[src/rtl/dfcm_pkg.sv]
// ----------------------------------------------------------------------------
// dfcm_pkg
// Shared constants, types and the command word matcher for the
// dollar-framed command matcher.
// ----------------------------------------------------------------------------
package dfcm_pkg;

  localparam int BUF_DEPTH = 32;
  localparam int IDX_W     = $clog2(BUF_DEPTH);
  localparam int HEAD_LEN  = 5;   // longest command word
  localparam int HEAD_W    = $clog2(HEAD_LEN);

  localparam logic [7:0] END_MARK = 8'h24;

  localparam logic [3:0] CODE_NONE  = 4'd0;
  localparam logic [3:0] CODE_ZAN   = 4'd1;
  localparam logic [3:0] CODE_ONE   = 4'd2;
  localparam logic [3:0] CODE_TWO   = 4'd3;
  localparam logic [3:0] CODE_DISS  = 4'd4;
  localparam logic [3:0] CODE_FOUR  = 4'd5;
  localparam logic [3:0] CODE_FIVE  = 4'd6;
  localparam logic [3:0] CODE_THREE = 4'd7;
  localparam logic [3:0] CODE_HEART = 4'd8;

  // first bytes of the frame, byte 0 in the top byte
  typedef logic [0:HEAD_LEN-1][7:0] head_t;

  typedef struct packed {
    logic wr_byte;    // store an ordinary byte
    logic frame_end;  // '$' taken: latch length and code, clear count
    logic rd;         // read one frame byte into the output register
    logic step;       // advance the echo index
  } cmd_t;

  typedef struct packed {
    logic is_end;     // incoming byte is the end mark
    logic empty;      // frame count is zero
    logic last;       // echo index is at the final byte
  } status_t;

  function automatic logic [3:0] match_code(input logic [IDX_W-1:0] len,
                                            input head_t head);
    logic [3:0] code;
    code = CODE_NONE;
    if (len == IDX_W'(3)) begin
      if (head[0:2] == "zan")      code = CODE_ZAN;
      else if (head[0:2] == "one") code = CODE_ONE;
      else if (head[0:2] == "two") code = CODE_TWO;
    end else if (len == IDX_W'(4)) begin
      if (head[0:3] == "diss")      code = CODE_DISS;
      else if (head[0:3] == "four") code = CODE_FOUR;
      else if (head[0:3] == "five") code = CODE_FIVE;
    end else if (len == IDX_W'(5)) begin
      if (head[0:4] == "three")      code = CODE_THREE;
      else if (head[0:4] == "heart") code = CODE_HEART;
    end
    return code;
  endfunction

endpackage

[src/rtl/dollar_framed_command_matcher.sv]
// ----------------------------------------------------------------------------
// dollar_framed_command_matcher
// Collects '$'-terminated frames of received bytes, matches them against
// eight command words and echoes each frame with its command code.
// ----------------------------------------------------------------------------
// Input channel: in_valid / in_stall / in_rx_byte. One byte per transfer.
// A byte other than 0x24 is stored and takes one cycle; the block is ready
// again on the next cycle. After 32 stored bytes the count wraps to zero.
// A 0x24 byte ends the frame. An empty frame gives nothing and the block is
// ready on the next cycle; otherwise in_stall stays high while the frame
// is echoed.
// Output channel: out_valid / out_stall / out_echo_byte, out_last_byte,
// out_command_code. One transfer per stored byte, in stored order, with
// out_last_byte on the final one and the same code on every one.
// Each echoed byte passes a read state (a frame store read into the output
// register) and then a send state; the first byte follows the read state
// after the 0x24 transfer, and no new byte is taken until the echo is done.
// A stall simply holds the current byte; the walk resumes when it drops.
// Reset clears the frame count and returns the controller to idle.
// ----------------------------------------------------------------------------
module dollar_framed_command_matcher (
  input  logic       clk,
  input  logic       rst_n,
  input  logic       in_valid,
  output logic       in_stall,
  input  logic [7:0] in_rx_byte,
  output logic       out_valid,
  input  logic       out_stall,
  output logic [7:0] out_echo_byte,
  output logic       out_last_byte,
  output logic [3:0] out_command_code
);

  dfcm_pkg::cmd_t    cmd;
  dfcm_pkg::status_t status;

  dfcm_ctrl u_ctrl (
    .clk       (clk),
    .rst_n     (rst_n),
    .in_valid  (in_valid),
    .in_stall  (in_stall),
    .out_valid (out_valid),
    .out_stall (out_stall),
    .status    (status),
    .cmd       (cmd)
  );

  dfcm_datapath u_datapath (
    .clk          (clk),
    .rst_n        (rst_n),
    .cmd          (cmd),
    .status       (status),
    .rx_byte      (in_rx_byte),
    .echo_byte    (out_echo_byte),
    .last_byte    (out_last_byte),
    .command_code (out_command_code)
  );

endmodule

[src/rtl/dfcm_datapath.sv]
// ----------------------------------------------------------------------------
// dfcm_datapath
// Frame store, frame count, head bytes for matching and the echo
// output register.
// ----------------------------------------------------------------------------
module dfcm_datapath (
  input  logic                   clk,
  input  logic                   rst_n,
  input  dfcm_pkg::cmd_t         cmd,
  output dfcm_pkg::status_t      status,
  input  logic [7:0]             rx_byte,
  output logic [7:0]             echo_byte,
  output logic                   last_byte,
  output logic [3:0]             command_code
);

  logic [7:0]                 mem [dfcm_pkg::BUF_DEPTH];
  logic [dfcm_pkg::IDX_W-1:0] count_r, count_nxt;
  logic [dfcm_pkg::IDX_W-1:0] len_r;
  logic [dfcm_pkg::IDX_W-1:0] idx_r, idx_nxt;
  dfcm_pkg::head_t            head_r;
  logic [7:0]                 echo_r;
  logic                       last_r;
  logic [3:0]                 code_r;

  assign status.is_end = (rx_byte == dfcm_pkg::END_MARK);
  assign status.empty  = (count_r == '0);
  assign status.last   = (idx_r == len_r - dfcm_pkg::IDX_W'(1));

  always_comb begin
    count_nxt = count_r;
    if (cmd.frame_end) begin
      count_nxt = '0;
    end else if (cmd.wr_byte) begin
      // count wraps and the frame restarts when the store is full
      if (count_r == dfcm_pkg::IDX_W'(dfcm_pkg::BUF_DEPTH - 1)) begin
        count_nxt = '0;
      end else begin
        count_nxt = count_r + dfcm_pkg::IDX_W'(1);
      end
    end
  end

  always_comb begin
    idx_nxt = idx_r;
    if (cmd.frame_end) begin
      idx_nxt = '0;
    end else if (cmd.step) begin
      idx_nxt = idx_r + dfcm_pkg::IDX_W'(1);
    end
  end

  always_ff @(posedge clk) begin
    if (!rst_n) begin
      count_r <= '0;
    end else begin
      count_r <= count_nxt;
    end
  end

  always_ff @(posedge clk) begin
    idx_r <= idx_nxt;
    if (cmd.frame_end) begin
      len_r  <= count_r;
      code_r <= dfcm_pkg::match_code(count_r, head_r);
    end
    if (cmd.wr_byte && count_r < dfcm_pkg::IDX_W'(dfcm_pkg::HEAD_LEN)) begin
      head_r[count_r[dfcm_pkg::HEAD_W-1:0]] <= rx_byte;
    end
  end

  // frame store: one write, one registered read
  always_ff @(posedge clk) begin
    if (cmd.wr_byte) begin
      mem[count_r] <= rx_byte;
    end
    if (cmd.rd) begin
      echo_r <= mem[idx_r];
      last_r <= status.last;
    end
  end

  assign echo_byte    = echo_r;
  assign last_byte    = last_r;
  assign command_code = code_r;

endmodule

[src/rtl/dfcm_ctrl.sv]
// ----------------------------------------------------------------------------
// dfcm_ctrl
// Controller: takes bytes while idle, then walks the echo of a frame
// one byte at a time through read and send states.
// ----------------------------------------------------------------------------
module dfcm_ctrl (
  input  logic                clk,
  input  logic                rst_n,
  input  logic                in_valid,
  output logic                in_stall,
  output logic                out_valid,
  input  logic                out_stall,
  input  dfcm_pkg::status_t   status,
  output dfcm_pkg::cmd_t      cmd
);

  localparam logic [1:0] ST_IDLE = 2'd0;
  localparam logic [1:0] ST_READ = 2'd1;
  localparam logic [1:0] ST_SEND = 2'd2;

  logic [1:0] state_r, state_nxt;
  logic       accept;

  assign in_stall  = (state_r != ST_IDLE);
  assign out_valid = (state_r == ST_SEND);
  assign accept    = in_valid && (state_r == ST_IDLE);

  always_comb begin
    state_nxt     = state_r;
    cmd.wr_byte   = 1'b0;
    cmd.frame_end = 1'b0;
    cmd.rd        = 1'b0;
    cmd.step      = 1'b0;
    case (state_r)
      ST_IDLE: begin
        if (accept) begin
          if (status.is_end) begin
            cmd.frame_end = 1'b1;
            if (!status.empty) begin
              state_nxt = ST_READ;
            end
          end else begin
            cmd.wr_byte = 1'b1;
          end
        end
      end
      ST_READ: begin
        cmd.rd    = 1'b1;
        state_nxt = ST_SEND;
      end
      ST_SEND: begin
        if (!out_stall) begin
          if (status.last) begin
            state_nxt = ST_IDLE;
          end else begin
            cmd.step  = 1'b1;
            state_nxt = ST_READ;
          end
        end
      end
      default: begin
        state_nxt = ST_IDLE;
      end
    endcase
  end

  always_ff @(posedge clk) begin
    if (!rst_n) begin
      state_r <= ST_IDLE;
    end else begin
      state_r <= state_nxt;
    end
  end

endmodule

[config.mk]
export PLATFORM = sky130hd
export DESIGN_NAME = dollar_framed_command_matcher
export DESIGN_NICKNAME = d
export VERILOG_FILES = /design/src/rtl/dfcm_pkg.sv /design/src/rtl/dollar_framed_command_matcher.sv /design/src/rtl/dfcm_datapath.sv /design/src/rtl/dfcm_ctrl.sv
export SDC_FILE = /design/constraint.sdc
export NUM_CORES = 1
export LEC_CHECK = 0
export BUFFER_PORTS_ARGS = -buffer_cell sky130_fd_sc_hd__buf_4
export CORE_MARGIN = 4
export CORE_UTILIZATION = 62
export DETAILED_ROUTE_END_ITERATION = 16
export PLACE_DENSITY_LB_ADDON = 0.08
export SYNTH_ARGS = -nofsm -noshare
export SYNTH_HDL_FRONTEND = slang
export SYNTH_SLANG_ARGS = --single-unit
[constraint.sdc]
create_clock -name clk -period 2.5 [get_ports clk]
set_input_delay 0 -clock clk [delete_from_list [all_inputs] [get_ports clk]]
set_output_delay 0 -clock clk [all_outputs]
set_load 0.02 [all_outputs]
==> results.cfg, run 1 <==
[clock_network]
cts_sinks = 326
clockBufferDepth = 3
cts-root-buf = clkbuf_16
post_cts_buffers = 0
clkTransAtPathRegs_ps = 60
cts_tree = built
htree_num_levels = 1
cts_made_buffers = 30
insertion_delay_ps = 550

[die]
num_rows = 52
dieArea_mm2 = 0.0233
die_h_um = 153
ios = 27
die_x_um = 153
start_util_pct = 63.6
core_mm2 = 0.0204

[pwr]
vdd_drop_max_mv = 0.705
powerDensity_mw_per_mm2 = 741
p_leak_nw = 4.62

[yosys]
yosys_most_used_dff = edfxtp_1
syn_avg_cell_area_um2 = 19.8
ys_seq_elements = 326
synth-async-reset-ratio_pct = 0
syn_nets = 675
synth_area_mm2 = 0.0130
ys_types = 55
synth_edf_count = 314
synth_cells = 656
yosysWarnings = 0
yosysSeqAreaShare_pct = 74.4

[final_layout]
fin_util_pct = 72.4
drive_above_1_share_pct = 26.5
design_area_mm2 = 0.0148
fin_nets = 746
insertedDiodeCount = 0
area_growth_pct = 13.8
layout.cells.non_filler = 1021

[global_routing]
grt_pass1_wl_um = 42000
grt_max_degree = 69
track_usage_pct = 23.8
antenna_found_initial = 0
first_global_vias = 6682
gr-total-overflow = 0

[route]
drc = 0
drtIter0Drc = 614
drt_first_pass_iters = 6
routedWlPerCell_um = 26.8
viasPerCell = 6.44
vias = 6574
postRouteAntennaNets = 0
routed_wl_um = 27300

[sta]
slew_headroom_pct = 19.4
min_period_ps = 2520
hold_viol_final = 0
skew_ps = 12.1
fmax_mhz = 397
rsz0062_at_grt = true
post-route-period-util_pct = 101
setup_viol = 11
worst_pin_slew_ps = 1190
layout_setup_ws_ps = -21.1
drv_slew = 0

[critical_path]
cp-start-kind = register
cp_cell_sequence = or3b_2 > a21oi_2 > nand2_1 > nor3_1
critPathTopFamily = simple AND/OR/NAND/NOR gates
crit_fanout = 8
cp-end-kind = register
cp_num_buf_inv = 0
crit_type = reg -> reg
crit_arrival_ps = 2680
slowest_stage = nor3_1
cpPeakStageDelay_ps = 840
required_ps = 2660

[place]
hpwl_um = 17100
place_congestion = 0.896
portBuffers = 26
place_inst = 961
place_area_mm2 = 0.0137

[worst_hold_path]
min_path_type = in -> reg

[run_status]
violations = negative setup slack
status = complete, but fails checks

[job]
maxCapViolations = 0
## logic make-up after synthesis
group | after synthesis | synth area share [%]
flip-flops | 326 | 74.4
multiplexers | 91 | 14.3
adder cells (fa/ha/maj) | 7 | 0.674
buffers and inverters | 35 | 1.45
AND/OR/NAND/NOR | 152 | 6.44
AO/OA/AOI/OAI | 37 | 2.17
XOR/XNOR | 8 | 0.539
## area by class of cell
class | count | area [um2]
clock buffers | 36 | 795
clock inverters | 20 | 196
fillers | 1221 | 5640
inverters | 9 | 33.8
multi-input cells | 295 | 3200
flip-flops and latches | 326 | 9680
well taps | 270 | 338
repair buffers | 65 | 548
## path summary, 6_finish.rpt
check,cells after the start,endpoint,startpoint,slack [ps]
setup / recovery,4,u_datapath.head_r[16],u_ctrl.state_r[0],-20
hold / removal,2,u_datapath.mem[7][7],in_rx_byte[7],50
setup reg to reg,4,u_datapath.head_r[16],u_ctrl.state_r[0],-20
hold reg to reg,2,u_datapath.idx_r[4],u_datapath.idx_r[4],570
## layer usage
layer | global-route usage, % | up-vias | routed length (um)
met5 | 0 | - | 0
met4 | 6.41 | 0 | 708
met3 | 3.15 | 52 | 1730
met2 | 40.4 | 253 | 14100
met1 | 33.3 | 3419 | 10800
li1 | - | 2850 | -
## what timing repair did
action | CTS | global route
resized for setup | 1 | 22
hold buffers | 4 | 0
hold endpoints to repair | 12 | 0
endpoints found under the setup margin | 8 | 176
## cell usage in the layout (no fill, tap or decap), types with 3 or more instances in the layout
| cell | count |
|---|---|
| clkbuf_16 | 31 |
| ha_1 | 7 |
| and2_1 | 6 |
| dfxtp_1 | 9 |
| nand3_1 | 10 |
| mux4_1 | 13 |
| clkinv_1 | 7 |
| clkinv_2 | 7 |
| nor4bb_1 | 3 |
| and3b_1 | 5 |
| nor2_1 | 23 |
| nand4_1 | 9 |
| dlygate4sd3_1 | 4 |
| nor4b_1 | 7 |
| a22oi_1 | 9 |
| nor4_1 | 5 |
| buf_12 | 4 |
| nor2b_1 | 6 |
| buf_4 | 57 |
| bufinv_16 | 4 |
| inv_1 | 8 |
| nand2_1 | 22 |
| mux4_2 | 59 |
| xnor2_1 | 6 |
| clkbuf_1 | 5 |
| nor3b_1 | 5 |
| nand3b_1 | 3 |
| edfxtp_1 | 314 |
| o21a_1 | 9 |
| nor3_1 | 9 |
| nor2_2 | 21 |
| a21oi_1 | 5 |
| mux2i_1 | 19 |
## synth_stat cells, types with 7 or more instances
cell type	instances	area, um2
a22oi_1	9	67.6
clkbuf_1	9	33.8
dfxtp_1	12	240
edfxtp_1	314	9430
ha_1	7	87.6
inv_1	8	30.0
mux2i_1	19	190
mux4_1	13	342
mux4_2	59	1330
nand2_1	22	82.6
nand3_1	10	50.1
nand4_1	9	56.3
nor2_1	44	165
nor3_1	11	55.1
nor4b_1	7	61.3
o21a_1	9	67.6
## power by group
| group | leakage, nW | switching (mW) | internal [mW] |
|---|---|---|---|
| logic | 1.20 | 0.213 | 0.104 |
| clock network | 0.483 | 1.90 | 2.67 |
| registers | 2.94 | 0.0277 | 6.04 |
## flip-flops by register name, summed over array words and instances, names as in the netlist
signal	flops
u_datapath.mem	256
u_datapath.head_r	40
u_datapath.echo_byte	8
u_datapath.count_r	5
u_datapath.idx_r	5
u_datapath.len_r	5
u_datapath.command_code	4
u_ctrl.state_r	2
u_datapath.last_byte	1
## through the flow
step,setup TNS [ps],hold WS [ps],setup slack (ps),total power [mW]
final,-168,46.1,-21.1,10.9
after CTS,-43.9,40.9,-5.69,11.0
after floorplan,0,98.9,247,6.31
after detailed placement,0,268,23.7,6.49
after global routing,-2480,47.7,-163,11.3
after global placement,0,257,26.3,6.48
(Power assumes the default switching activity.)
==> inputs of run 2 (changes only) <==
--- a/config.mk
+++ b/config.mk
@@ -10,6 +10,7 @@
 export CORE_UTILIZATION = 62
 export DETAILED_ROUTE_END_ITERATION = 16
 export PLACE_DENSITY_LB_ADDON = 0.08
+export SKIP_CTS_REPAIR_TIMING = 1
 export SYNTH_ARGS = -nofsm -noshare
 export SYNTH_HDL_FRONTEND = slang
 export SYNTH_SLANG_ARGS = --single-unit
==> run 2 against run 1 <==
The run still ends with negative setup slack left. Clock-buffer cell count stayed put. Clock power about the same. Sequential share of layout area about the same. Register-to-register slack lost 20 ps. Total power down 0.14%. Cell count unchanged. Setup slack worse by 15 ps. Wire length down 0.15%. First-iteration DRC count fell by 3.9%. Clock skew down 1.2 ps. Critical path depth did not move. Critical path type unchanged. Critical endpoint is now u_datapath.head_r[25].
==> results.cfg, run 2 (synthesized netlist as in run 1, its figures left out) <==
[global_routing]
antenna_found_initial = 0
grt_pass1_wl_um = 41900
grt_max_degree = 69
track_usage_pct = 23.8
gr-total-overflow = 0
first_global_vias = 6659

[critical_path]
cp-start-kind = register
cpPeakStageDelay_ps = 870
crit_fanout = 8
cp_cell_sequence = or3b_2 > a21oi_2 > nand2_1 > nor3_1
required_ps = 2670
slowest_stage = nor3_1
cp_num_buf_inv = 0
critPathTopFamily = simple AND/OR/NAND/NOR gates
cp-end-kind = register
crit_arrival_ps = 2700
crit_type = reg -> reg

[final_layout]
most-common-layout-cells = edfxtp_1 (314), mux4_2 (59), buf_4 (57), clkbuf_16 (31), nor2_1 (23)
multi_input_area_mm2 = 0.00319
drive_above_1_share_pct = 26.2
fill_cells = 1222
design_area_mm2 = 0.0148
regMostFlops = u_datapath.mem
area_growth_pct = 13.7
largest_register_ffs = 256
mostFrequentLayoutCell = edfxtp_1
fin_nets = 746
insertedDiodeCount = 0
register_area_mm2 = 0.00968
layout.cells.non_filler = 1021

[die]
start_util_pct = 63.6
num_rows = 52
dieArea_mm2 = 0.0233
die_x_um = 153
ios = 27
die_h_um = 153
core_mm2 = 0.0204

[route]
drtIter0Drc = 590
highest_layer = met4
postRouteAntennaNets = 0
drt_first_pass_iters = 5
drt-met1-wl_um = 10700
route.met2.wl_um = 14200
routed_wl_um = 27300
viasPerCell = 6.45
routedWlPerCell_um = 26.7
drc = 0
vias = 6583
met3_length_um = 1680

[sta]
post-route-period-util_pct = 101
slew_headroom_pct = 21.1
hold_viol_final = 0
skew_ps = 10.9
fmax_mhz = 394
worst_pin_slew_ps = 1170
hold_ws_ps = 49.5
rsz0062_at_grt = true
setup_viol = 8
layout_setup_ws_ps = -36.4
min_period_ps = 2540
drv_slew = 0

[clock_network]
clockBufferDepth = 3
cts_made_buffers = 30
cts_sinks = 326
cts-root-buf = clkbuf_16
cts_tree = built
htree_num_levels = 1
clkTransAtPathRegs_ps = 60
insertion_delay_ps = 550

[pwr]
vdd_drop_max_mv = 0.701
powerDensity_mw_per_mm2 = 740
p_leak_nw = 4.62

[place]
place_inst = 961
hpwl_um = 17100
portBuffers = 26
place_congestion = 0.896
place_area_mm2 = 0.0137
post-place-ws_ps = 23.7

[run_status]
violations = negative setup slack
status = complete, but fails checks

[worst_hold_path]
min_path_type = in -> reg

[job]
maxCapViolations = 0
## run 2: stage by stage
stage	util [%]	TNS (ps)	power [mW]
after detailed placement	67.0	0	6.49
final	72.3	-284	10.9
after floorplan	-	0	6.31
after global routing	72.3	-5510	11.3
after CTS	71.9	-101	11.0
after global placement	67.0	0	6.48
## run 2: worst register-to-register path: stages, from the launching register on
cell	delay [ps]
dfxtp_1	310
or3b_2	510
a21oi_2	280
nand2_1	190
nor3_1	870
## run 2: path summary, 6_finish.rpt
| path | from | slack, ps | endpoint | cells after the start |
|---|---|---|---|---|
| hold / removal | in_rx_byte[0] | 50 | u_datapath.mem[7][0] | 2 |
| setup reg to reg | u_ctrl.state_r[0] | -40 | u_datapath.head_r[25] | 4 |
| hold reg to reg | u_datapath.idx_r[4] | 570 | u_datapath.idx_r[4] | 2 |
| setup / recovery | u_ctrl.state_r[0] | -40 | u_datapath.head_r[25] | 4 |
## run 2: area by class of cell
type                    count  area share (%)
clock buffers              36            5.38
clock inverters            20            1.33
inverters                   9           0.229
multi-input cells         295            21.6
flip-flops and latches    326            65.5
well taps                 270            2.29
repair buffers             65            3.71
## run 2: where the power goes
group | internal [mW] | switching [mW]
clock network | 2.67 | 1.88
registers | 6.04 | 0.0284
logic | 0.103 | 0.212
total | 8.81 | 2.12
## run 2: per-layer routing
metal	vias to the layer above	GRT usage [%]
met2	265	40.3
met1	3422	33.3
met5	-	0
met4	0	6.41
met3	52	3.15
li1	2844	-
